===== src/hdl/cwf_pkg.sv =====
// ----------------------------------------------------------------------------
// cwf_pkg
// Shared constants and types for the chassis command watchdog filter.
// ----------------------------------------------------------------------------
package cwf_pkg;

    localparam int WHEELS_DEFAULT = 4;
    localparam int WHEELS_MAX     = 4;

    localparam int SPEED_W = 16;
    localparam int LIMIT_W = 15;
    localparam int DECAY_W = 15;
    localparam int GAIN_W  = 17;
    localparam int QUAL_W  = 16;
    localparam int CFG_IDX_W = 2;
    localparam int CFG_DAT_W = 17;

    // quality score bounds, units of 1/256
    localparam logic [QUAL_W-1:0] Q_MAX   = 16'd25600;
    localparam logic [QUAL_W-1:0] Q_MIN   = 16'd1280;
    localparam logic [QUAL_W-1:0] Q_OFF   = 16'd7680;
    localparam logic [QUAL_W-1:0] Q_ON    = 16'd17920;
    localparam logic [QUAL_W-1:0] Q_BOOST = 16'd7680;

    localparam logic [GAIN_W-1:0] GAIN_ONE = 17'd65536;

    localparam logic [DECAY_W-1:0] DECAY_RST = 15'd1280;
    localparam logic [LIMIT_W-1:0] LIMIT_RST = 15'd32767;
    localparam logic [GAIN_W-1:0]  GAIN_RST  = 17'd32768;

    localparam logic [1:0] ACT_STOP  = 2'd0;
    localparam logic [1:0] ACT_DRIVE = 2'd1;
    localparam logic [1:0] ACT_HOLD  = 2'd2;

    localparam logic [1:0] LINK_OFFLINE = 2'd0;
    localparam logic [1:0] LINK_ONLINE  = 2'd1;
    localparam logic [1:0] LINK_BETWEEN = 2'd2;

    localparam logic [CFG_IDX_W-1:0] REG_DECAY = 2'd0;
    localparam logic [CFG_IDX_W-1:0] REG_LIMIT = 2'd1;
    localparam logic [CFG_IDX_W-1:0] REG_GAIN  = 2'd2;

    typedef struct packed {
        logic               load;
        logic               clamp;
        logic               filt;
        logic [LIMIT_W-1:0] limit;
        logic [GAIN_W-1:0]  gain;
    } t_lane_ctl;

endpackage


===== src/hdl/cwf_if.sv =====
// ----------------------------------------------------------------------------
// cwf_if
// Valid/ready channels of the chassis command watchdog filter.
// ----------------------------------------------------------------------------
interface cwf_in_if;
    logic               valid;
    logic               ready;
    logic               cmd;
    logic signed [15:0] speed_a;
    logic signed [15:0] speed_b;
    logic signed [15:0] speed_c;
    logic signed [15:0] speed_d;
    logic               drop_alarm;

    modport source(output valid, cmd, speed_a, speed_b, speed_c, speed_d, drop_alarm,
                   input ready);
    modport sink(input valid, cmd, speed_a, speed_b, speed_c, speed_d, drop_alarm,
                 output ready);
endinterface

interface cwf_out_if;
    logic               valid;
    logic               ready;
    logic [1:0]         action;
    logic               over_speed;
    logic signed [15:0] drive_a;
    logic signed [15:0] drive_b;
    logic signed [15:0] drive_c;
    logic signed [15:0] drive_d;
    logic [15:0]        link_quality;
    logic [1:0]         link_state;

    modport source(output valid, action, over_speed, drive_a, drive_b, drive_c, drive_d,
                   link_quality, link_state, input ready);
    modport sink(input valid, action, over_speed, drive_a, drive_b, drive_c, drive_d,
                 link_quality, link_state, output ready);
endinterface

interface cwf_cfg_if;
    logic        valid;
    logic        ready;
    logic [1:0]  index;
    logic [16:0] data;

    modport source(output valid, index, data, input ready);
    modport sink(input valid, index, data, output ready);
endinterface


===== src/hdl/cwf_wheel.sv =====
// ----------------------------------------------------------------------------
// cwf_wheel
// One wheel lane: wanted speed store, limit clamp and first-order low-pass.
// ----------------------------------------------------------------------------
module cwf_wheel (
    input  logic                        i_clk,
    input  logic                        i_rst_n,
    input  cwf_pkg::t_lane_ctl          i_ctl,
    input  logic signed [15:0]          i_speed,
    output logic                        o_over,
    output logic signed [15:0]          o_drive
);
    import cwf_pkg::*;

    logic signed [SPEED_W-1:0] r_wanted, n_wanted;
    logic signed [SPEED_W-1:0] r_filt, n_filt;
    logic signed [16:0]        w_ext;
    logic signed [16:0]        lim_pos;
    logic signed [16:0]        lim_neg;
    logic signed [16:0]        clamped;
    logic signed [17:0]        diff;
    logic signed [35:0]        prod;
    logic signed [35:0]        rnd;
    logic signed [19:0]        step_sum;

    always_comb begin
        w_ext   = {r_wanted[SPEED_W-1], r_wanted};
        lim_pos = $signed({2'b00, i_ctl.limit});
        lim_neg = -lim_pos;
        o_over  = 1'b0;
        clamped = w_ext;
        if (w_ext > lim_pos) begin
            clamped = lim_pos;
            o_over  = i_ctl.clamp;
        end else if (w_ext < lim_neg) begin
            clamped = lim_neg;
            o_over  = i_ctl.clamp;
        end

        // f + floor((g*(w-f) + 32768) / 65536)
        diff     = {clamped[16], clamped} - {{2{r_filt[SPEED_W-1]}}, r_filt};
        prod     = $signed({1'b0, i_ctl.gain}) * diff;
        rnd      = prod + 36'sd32768;
        step_sum = rnd[35:16] + {{4{r_filt[SPEED_W-1]}}, r_filt};

        n_wanted = r_wanted;
        if (i_ctl.load) begin
            n_wanted = i_speed;
        end else if (i_ctl.clamp) begin
            n_wanted = clamped[SPEED_W-1:0];
        end

        n_filt  = i_ctl.filt ? step_sum[SPEED_W-1:0] : r_filt;
        o_drive = i_ctl.filt ? step_sum[SPEED_W-1:0] : '0;
    end

    always_ff @(posedge i_clk) begin
        if (!i_rst_n) begin
            r_wanted <= '0;
            r_filt   <= '0;
        end else begin
            r_wanted <= n_wanted;
            r_filt   <= n_filt;
        end
    end

endmodule


===== src/hdl/chassis_command_watchdog_filter.sv =====
// ----------------------------------------------------------------------------
// chassis_command_watchdog_filter
// Link watchdog and wheel speed low-pass for a chassis drive.
// ----------------------------------------------------------------------------
// Each item is taken into an input register and handled from there in
// one pass: a command loads the wanted speeds and raises the link
// quality, a tick decays the quality, sets the link state, clamps the speeds
// and runs one 17x18 multiply per wheel for the filter, all in parallel.
// One item is accepted every cycle unless the input stalls; a tick's result
// goes from the input register to the output register, a command gives no
// result. When the result register is full and not taken, a pending tick
// waits in the input register and the input stalls after that one item.
// ----------------------------------------------------------------------------
module chassis_command_watchdog_filter #(
    parameter int WHEELS = cwf_pkg::WHEELS_DEFAULT
) (
    input  logic      i_clk,
    input  logic      i_rst_n,
    cwf_in_if.sink    i_cmd,
    cwf_cfg_if.sink   i_cfg,
    cwf_out_if.source o_res
);
    import cwf_pkg::*;

    // configuration
    logic [DECAY_W-1:0] r_decay;
    logic [LIMIT_W-1:0] r_limit;
    logic [GAIN_W-1:0]  r_gain;

    // input register
    logic                      r_in_vld;
    logic                      r_tick;
    logic                      r_alarm;
    logic signed [SPEED_W-1:0] r_speed [WHEELS_MAX];

    // quality state
    logic [QUAL_W-1:0] r_qual, n_qual;

    // result register
    logic                      r_out_vld;
    logic [1:0]                r_action;
    logic                      r_over;
    logic signed [SPEED_W-1:0] r_drive [WHEELS_MAX];
    logic [QUAL_W-1:0]         r_oqual;
    logic [1:0]                r_olink;

    logic                      go;
    logic                      go_tick;
    logic [QUAL_W:0]           boost;
    logic signed [17:0]        decayed;
    logic [QUAL_W-1:0]         q_tick;
    logic [1:0]                link;
    logic [1:0]                action;
    logic [GAIN_W-1:0]         gain_sat;
    t_lane_ctl                 ctl;
    logic [WHEELS_MAX-1:0]     over_w;
    logic signed [SPEED_W-1:0] drive_w [WHEELS_MAX];

    assign go      = r_in_vld && (!r_tick || !r_out_vld || o_res.ready);
    assign go_tick = go && r_tick;

    assign i_cmd.ready = !r_in_vld || go;
    assign i_cfg.ready = 1'b1;

    always_comb begin
        boost   = {1'b0, r_qual} + {1'b0, Q_BOOST};
        decayed = $signed({2'b00, r_qual}) - $signed({3'b000, r_decay});
        if (decayed >= $signed({2'b00, Q_MAX})) begin
            q_tick = Q_MAX;
        end else if (decayed <= $signed({2'b00, Q_MIN})) begin
            q_tick = Q_MIN;
        end else begin
            q_tick = decayed[QUAL_W-1:0];
        end

        if (q_tick <= Q_OFF) begin
            link = LINK_OFFLINE;
        end else if (q_tick >= Q_ON) begin
            link = LINK_ONLINE;
        end else begin
            link = LINK_BETWEEN;
        end

        if (link == LINK_OFFLINE || r_alarm) begin
            action = ACT_STOP;
        end else if (link == LINK_ONLINE) begin
            action = ACT_DRIVE;
        end else begin
            action = ACT_HOLD;
        end

        n_qual = r_qual;
        if (go && !r_tick) begin
            n_qual = boost[QUAL_W] ? '1 : boost[QUAL_W-1:0];
        end else if (go_tick) begin
            n_qual = q_tick;
        end

        gain_sat  = (r_gain > GAIN_ONE) ? GAIN_ONE : r_gain;
        ctl.load  = go && !r_tick;
        ctl.clamp = go_tick;
        ctl.filt  = go_tick && (action == ACT_DRIVE);
        ctl.limit = r_limit;
        ctl.gain  = gain_sat;
    end

    for (genvar i = 0; i < WHEELS_MAX; i++) begin : g_wheel
        if (i < WHEELS) begin : g_on
            cwf_wheel u_wheel (
                .i_clk   (i_clk),
                .i_rst_n (i_rst_n),
                .i_ctl   (ctl),
                .i_speed (r_speed[i]),
                .o_over  (over_w[i]),
                .o_drive (drive_w[i])
            );
        end else begin : g_off
            assign over_w[i]  = 1'b0;
            assign drive_w[i] = '0;
        end
    end

    always_ff @(posedge i_clk) begin
        if (!i_rst_n) begin
            r_decay   <= DECAY_RST;
            r_limit   <= LIMIT_RST;
            r_gain    <= GAIN_RST;
            r_in_vld  <= 1'b0;
            r_out_vld <= 1'b0;
            r_qual    <= '0;
        end else begin
            if (i_cfg.valid) begin
                case (i_cfg.index)
                    REG_DECAY: r_decay <= i_cfg.data[DECAY_W-1:0];
                    REG_LIMIT: r_limit <= i_cfg.data[LIMIT_W-1:0];
                    REG_GAIN:  r_gain  <= i_cfg.data[GAIN_W-1:0];
                    default:   ;
                endcase
            end
            if (i_cmd.valid && i_cmd.ready) begin
                r_in_vld <= 1'b1;
            end else if (go) begin
                r_in_vld <= 1'b0;
            end
            if (go_tick) begin
                r_out_vld <= 1'b1;
            end else if (o_res.ready) begin
                r_out_vld <= 1'b0;
            end
            r_qual <= n_qual;
        end
    end

    always_ff @(posedge i_clk) begin
        if (i_cmd.valid && i_cmd.ready) begin
            r_tick     <= i_cmd.cmd;
            r_alarm    <= i_cmd.drop_alarm;
            r_speed[0] <= i_cmd.speed_a;
            r_speed[1] <= i_cmd.speed_b;
            r_speed[2] <= i_cmd.speed_c;
            r_speed[3] <= i_cmd.speed_d;
        end
        if (go_tick) begin
            r_action <= action;
            r_over   <= |over_w;
            r_oqual  <= q_tick;
            r_olink  <= link;
            for (int k = 0; k < WHEELS_MAX; k++) begin
                r_drive[k] <= drive_w[k];
            end
        end
    end

    assign o_res.valid        = r_out_vld;
    assign o_res.action       = r_action;
    assign o_res.over_speed   = r_over;
    assign o_res.drive_a      = r_drive[0];
    assign o_res.drive_b      = r_drive[1];
    assign o_res.drive_c      = r_drive[2];
    assign o_res.drive_d      = r_drive[3];
    assign o_res.link_quality = r_oqual;
    assign o_res.link_state   = r_olink;

endmodule


===== src/flat_wrapper.sv =====
// flat-port wrapper written by rule: the top's interface ports become plain ports
module chassis_command_watchdog_filter_flat import cwf_pkg::*;
#(
    parameter int WHEELS = cwf_pkg::WHEELS_DEFAULT
)
  (i_clk, i_rst_n, i_cmd_valid, i_cmd_cmd, i_cmd_speed_a, i_cmd_speed_b, i_cmd_speed_c, i_cmd_speed_d, i_cmd_drop_alarm, i_cmd_ready, i_cfg_valid, i_cfg_index, i_cfg_data, i_cfg_ready, o_res_valid, o_res_action, o_res_over_speed, o_res_drive_a, o_res_drive_b, o_res_drive_c, o_res_drive_d, o_res_link_quality, o_res_link_state, o_res_ready);
  cwf_in_if i_cmd_i ();
  cwf_cfg_if i_cfg_i ();
  cwf_out_if o_res_i ();
  input  logic i_clk;
  input  logic i_rst_n;
  input wire logic [$bits(i_cmd_i.valid)-1:0] i_cmd_valid;
  input wire logic [$bits(i_cmd_i.cmd)-1:0] i_cmd_cmd;
  input wire logic [$bits(i_cmd_i.speed_a)-1:0] i_cmd_speed_a;
  input wire logic [$bits(i_cmd_i.speed_b)-1:0] i_cmd_speed_b;
  input wire logic [$bits(i_cmd_i.speed_c)-1:0] i_cmd_speed_c;
  input wire logic [$bits(i_cmd_i.speed_d)-1:0] i_cmd_speed_d;
  input wire logic [$bits(i_cmd_i.drop_alarm)-1:0] i_cmd_drop_alarm;
  output wire logic [$bits(i_cmd_i.ready)-1:0] i_cmd_ready;
  input wire logic [$bits(i_cfg_i.valid)-1:0] i_cfg_valid;
  input wire logic [$bits(i_cfg_i.index)-1:0] i_cfg_index;
  input wire logic [$bits(i_cfg_i.data)-1:0] i_cfg_data;
  output wire logic [$bits(i_cfg_i.ready)-1:0] i_cfg_ready;
  output wire logic [$bits(o_res_i.valid)-1:0] o_res_valid;
  output wire logic [$bits(o_res_i.action)-1:0] o_res_action;
  output wire logic [$bits(o_res_i.over_speed)-1:0] o_res_over_speed;
  output wire logic [$bits(o_res_i.drive_a)-1:0] o_res_drive_a;
  output wire logic [$bits(o_res_i.drive_b)-1:0] o_res_drive_b;
  output wire logic [$bits(o_res_i.drive_c)-1:0] o_res_drive_c;
  output wire logic [$bits(o_res_i.drive_d)-1:0] o_res_drive_d;
  output wire logic [$bits(o_res_i.link_quality)-1:0] o_res_link_quality;
  output wire logic [$bits(o_res_i.link_state)-1:0] o_res_link_state;
  input wire logic [$bits(o_res_i.ready)-1:0] o_res_ready;
  assign i_cmd_i.valid = i_cmd_valid;
  assign i_cmd_i.cmd = i_cmd_cmd;
  assign i_cmd_i.speed_a = i_cmd_speed_a;
  assign i_cmd_i.speed_b = i_cmd_speed_b;
  assign i_cmd_i.speed_c = i_cmd_speed_c;
  assign i_cmd_i.speed_d = i_cmd_speed_d;
  assign i_cmd_i.drop_alarm = i_cmd_drop_alarm;
  assign i_cmd_ready = i_cmd_i.ready;
  assign i_cfg_i.valid = i_cfg_valid;
  assign i_cfg_i.index = i_cfg_index;
  assign i_cfg_i.data = i_cfg_data;
  assign i_cfg_ready = i_cfg_i.ready;
  assign o_res_valid = o_res_i.valid;
  assign o_res_action = o_res_i.action;
  assign o_res_over_speed = o_res_i.over_speed;
  assign o_res_drive_a = o_res_i.drive_a;
  assign o_res_drive_b = o_res_i.drive_b;
  assign o_res_drive_c = o_res_i.drive_c;
  assign o_res_drive_d = o_res_i.drive_d;
  assign o_res_link_quality = o_res_i.link_quality;
  assign o_res_link_state = o_res_i.link_state;
  assign o_res_i.ready = o_res_ready;
  chassis_command_watchdog_filter #(.WHEELS(WHEELS)) u_core (.i_clk(i_clk), .i_rst_n(i_rst_n), .i_cmd(i_cmd_i), .i_cfg(i_cfg_i), .o_res(o_res_i));
endmodule

===== config.mk =====
export PLATFORM = sky130hd
export DESIGN_NAME = chassis_command_watchdog_filter_flat
export DESIGN_NICKNAME = d
export VERILOG_FILES = /design/src/hdl/cwf_pkg.sv /design/src/hdl/cwf_if.sv /design/src/hdl/cwf_wheel.sv /design/src/hdl/chassis_command_watchdog_filter.sv /design/src/flat_wrapper.sv
export SDC_FILE = /design/constraint.sdc
export NUM_CORES = 2
export LEC_CHECK = 0
export BUFFER_PORTS_ARGS = -buffer_cell sky130_fd_sc_hd__buf_2
export CORE_UTILIZATION = 27
export CTS_BUF_LIST = sky130_fd_sc_hd__clkbuf_16
export DETAILED_ROUTE_END_ITERATION = 10
export SLEW_MARGIN = 10
export SYNTH_ARGS = -nofsm -noshare
export SYNTH_HDL_FRONTEND = slang
export SYNTH_HIERARCHICAL = 1
export SYNTH_SLANG_ARGS = --single-unit

===== constraint.sdc =====
create_clock -name i_clk -period 14.8 [get_ports i_clk]
set_input_delay 0.74 -clock i_clk [delete_from_list [all_inputs] [get_ports i_clk]]
set_output_delay 0.74 -clock i_clk [all_outputs]
set_load 0.005 [all_outputs]

==> results_dict.tcl <==
set metrics [dict create \
    grt_pass1_vias 52800 \
    reg2regPathDepth 56 \
    worst_pin_slew_ns 1.25 \
    rr_startpoint "u_core/r_limit[1]" \
    die_h_um 485 \
    finalClockSkew_ns 0.0366 \
    cp.arrival_ns 14.54 \
    swShare 0.529 \
    switching_power_mw 6.03 \
    ff_latch_area_mm2 0.00840 \
    intPower_mw 5.36 \
    drtIter0Drc 3380 \
    timing.hold.ws_ns 0.259 \
    routed_via_density 4.86 \
    final_max_slew_viol_count 0 \
    start_kind "flip-flop" \
    setup_viol 0 \
    routed_wl_um 193000 \
    fmax_ghz 0.0706 \
    seqPwrFrac 0.096 \
    drive_gt1_frac 0.0815 \
    syn_nets 8981 \
    top_usage_layer "met2" \
    grt_max_degree 97 \
    final_core_util 0.302 \
    path_max_fanout 17 \
    num-fill-cells 24100 \
    worstHoldPathCells 1 \
    placed_cell_area_mm2 0.0679 \
    die_w_um 485 \
    place_ws_ns -0.121 \
    hold_viol_final 0 \
    multi_input_area_mm2 0.0488 \
    grt_use_total 0.164 \
    gp_congestion 0.907 \
    yosysTopAreaCell "fa_1" \
    status "finished, final reports clean" \
    nets 9076 \
    cp.required_ns 15.17 \
    async_flop_share 0 \
    cts_sinks 344 \
    period_minus_slack_ns 14.17 \
    yosys_most_used_dff "dfxtp_1" \
    routedWlPerCell_um 18.6 \
    vias 50600 \
    yosysTopAreaCellShare 0.307 \
    worst_slack_ns 0.630 \
    hp-class "input port to flip-flop" \
    dr.pass1.iters 5 \
    syn_avg_cell_area_um2 8.70 \
    cts_tree "done" \
    boundaryPins 178 \
    r2r_slack_ns 0.63 \
    relSlewSlack 0.163 \
    cts_inserted_buffers 45 \
    grt_pass1_wl_um 303000 \
    period_share 0.957 \
    synth-edff-count 151 \
    crit_type "flip-flop to flip-flop" \
    initial_core_util 0.273 \
    yosysSeqAreaShare 0.133 \
    portBuffers 176 \
    drc 0 \
    synth-seq-cells 344 \
    syn_area_mm2 0.0630 \
    peakVddDrop_uv 134 \
    met1_usage 0.215 \
    syn_inst 7242 \
    min_delay_worst_endpoint "u_core/r_speed[3][3]" \
    use_met3 0.0298 \
    p_comb_frac 0.808 \
    critPathCaptureType "flip-flop" \
    power_density_mw_per_mm2 163 \
    r2r_end "u_core/r_drive[2][15]" \
    grt_overflow 0 \
    hp-start "i_cmd_speed_d[3]" \
    synth_area_leaders "fa_1 31%, ha_1 14%, inv_1 8.2%, edfxtp_1 7.2%, dfxtp_1 6.1%" \
    synthToLayoutAreaGrowth_pct 10.7 \
    grt.met2_usage 0.271 \
    rows 176 \
    worst_path_largest_cell_delay_ns 0.66 \
    yosys_warnings 6 \
    power_leakage_nw 33.9 \
    clk_latency_ns 0.66 \
    cpMostUsedCell "fa_1" \
    die_area_mm2 0.235 \
    clk_pin_slew_ns 0.06 \
    cp_slowest_cell "or4b_2" \
    antenna_found_initial 20 \
    ant_nets 0 \
    final_area_mm2 0.0698 \
    clock_power_share 0.097 \
    maxCapViolations 0 \
    core_area_mm2 0.231 \
    htree_levels 2 \
    root_buffer "clkbuf_16" \
    synth.distinct_cells 108 \
    place_hpwl_um 152000 \
    ctsLongestPathBuffers 3 \
]
metrics by stage:
| step | setup TNS (ns) | power (mW) | instances |
|---|---|---|---|
| after floorplan | 0 | 7.80 | 7242 |
| after global placement | 0 | 9.93 | 10300 |
| after detailed placement | -0.149 | 10.1 | 10300 |
| after CTS | 0 | 11.4 | 10400 |
| after global routing | -0.202 | 12.7 | 10400 |
| final | 0 | 11.4 | 10400 |
synth_stat cells (63+ instances only):
cell type  number
fa_1          965
a21o_1         77
inv_1        1385
xor2_1         63
nand3_1        84
nand2_1      1005
nor3_1         83
o21a_1        101
dfxtp_1       193
nand2b_1       73
edfxtp_1      151
and2_1        381
xnor2_1       153
nor2_1        268
nor2b_1        77
o21ai_0       217
ha_1          684
a21oi_1       301
clkbuf_1      244
cells in the final DEF (no fill, tap or decap), types with 151 or more instances in the layout:
master and n:
edfxtp_1 151, ha_1 681, fa_1 965, buf_2 175, a21oi_1 289, inv_1 1388, nor2_1 266, nand2_1 1005
dfxtp_1 190, and2_1 380, o21ai_0 205
sequential cells by signal, summed over array words and instances, names as in the netlist, 15 cells and up:
register / cells
u_core/g_wheel.g_on.u_wheel/r_filt: 64
u_core/g_wheel.g_on.u_wheel/r_wanted: 64
u_core/r_drive: 64
u_core/r_speed: 64
u_core/r_gain: 17
u_core/o_res.link_quality: 16
u_core/r_qual: 16
u_core/r_decay: 15
u_core/r_limit: 15
power by group through the flow:
stage / registers (mW) / logic (mW) / clock network (mW)
finish: 1.09 / 9.20 / 1.10
global route: 1.09 / 10.4 / 1.17
CTS: 1.09 / 9.13 / 1.14
global placement: 1.11 / 8.82 / 0
detailed placement: 1.11 / 9.03 / 0
floorplan: 1.09 / 6.71 / 0
cells by family after synthesis:
family,after synthesis,synth area share
flops,344,0.133
compound gates,1081,0.113
mux,58,0.00937
buf+inv,1669,0.100
xor+xnor,221,0.0318
fa+ha+maj,1649,0.442
other cells,2,0.000119
simple gates,2218,0.170
per-layer routing:
| layer | wire length [um] | vias up |
|---|---|---|
| met5 | 134 | - |
| met4 | 6680 | 20 |
| met3 | 14000 | 333 |
| met2 | 89100 | 1635 |
| met1 | 83600 | 25400 |
| li1 | - | 23200 |
worst max-delay path by stage:
stage                     slack, ns              start  cells past startpoint               endpoint
final                          0.63  u_core/r_limit[1]                     56  u_core/r_drive[2][15]
after global routing          -0.11  u_core/r_limit[0]                     61  u_core/r_drive[3][15]
after CTS                      0.02  u_core/r_limit[1]                     53  u_core/r_drive[2][15]
after detailed placement      -0.12  u_core/r_limit[0]                     60  u_core/r_drive[3][15]
after global placement         0.07  u_core/r_limit[1]                     58  u_core/r_drive[2][15]
after floorplan                0.88  u_core/r_limit[0]                     57  u_core/r_drive[2][15]
final cells by class:
cell class | instances | area share
inverters | 1385 | 0.0746
well taps | 3026 | 0.0542
multi-input cells | 5229 | 0.700
clock buffers | 45 | 0.0161
clock inverters | 39 | 0.00464
repair buffers | 332 | 0.0303
flip-flops and latches | 344 | 0.120
diodes | 3 | 0.000108
worst max-delay path: cells and delay by family (launching register included):
| family | cells | cell delay [ns] |
|---|---|---|
| mux | 1 | 0.31 |
| simple gates | 15 | 3.73 |
| fa+ha+maj | 11 | 4.38 |
| flops | 1 | 0.31 |
| compound gates | 20 | 3.86 |
| xor+xnor | 3 | 0.77 |
| buf+inv | 6 | 0.53 |
timing repair:
action	CTS	global route
hold buffers	0	0
setup endpoints to repair	3	48
pin swaps	0	14
resized for setup	4	73
buffers inserted	0	15
Note: power is estimated with default switching activity, not from simulation.
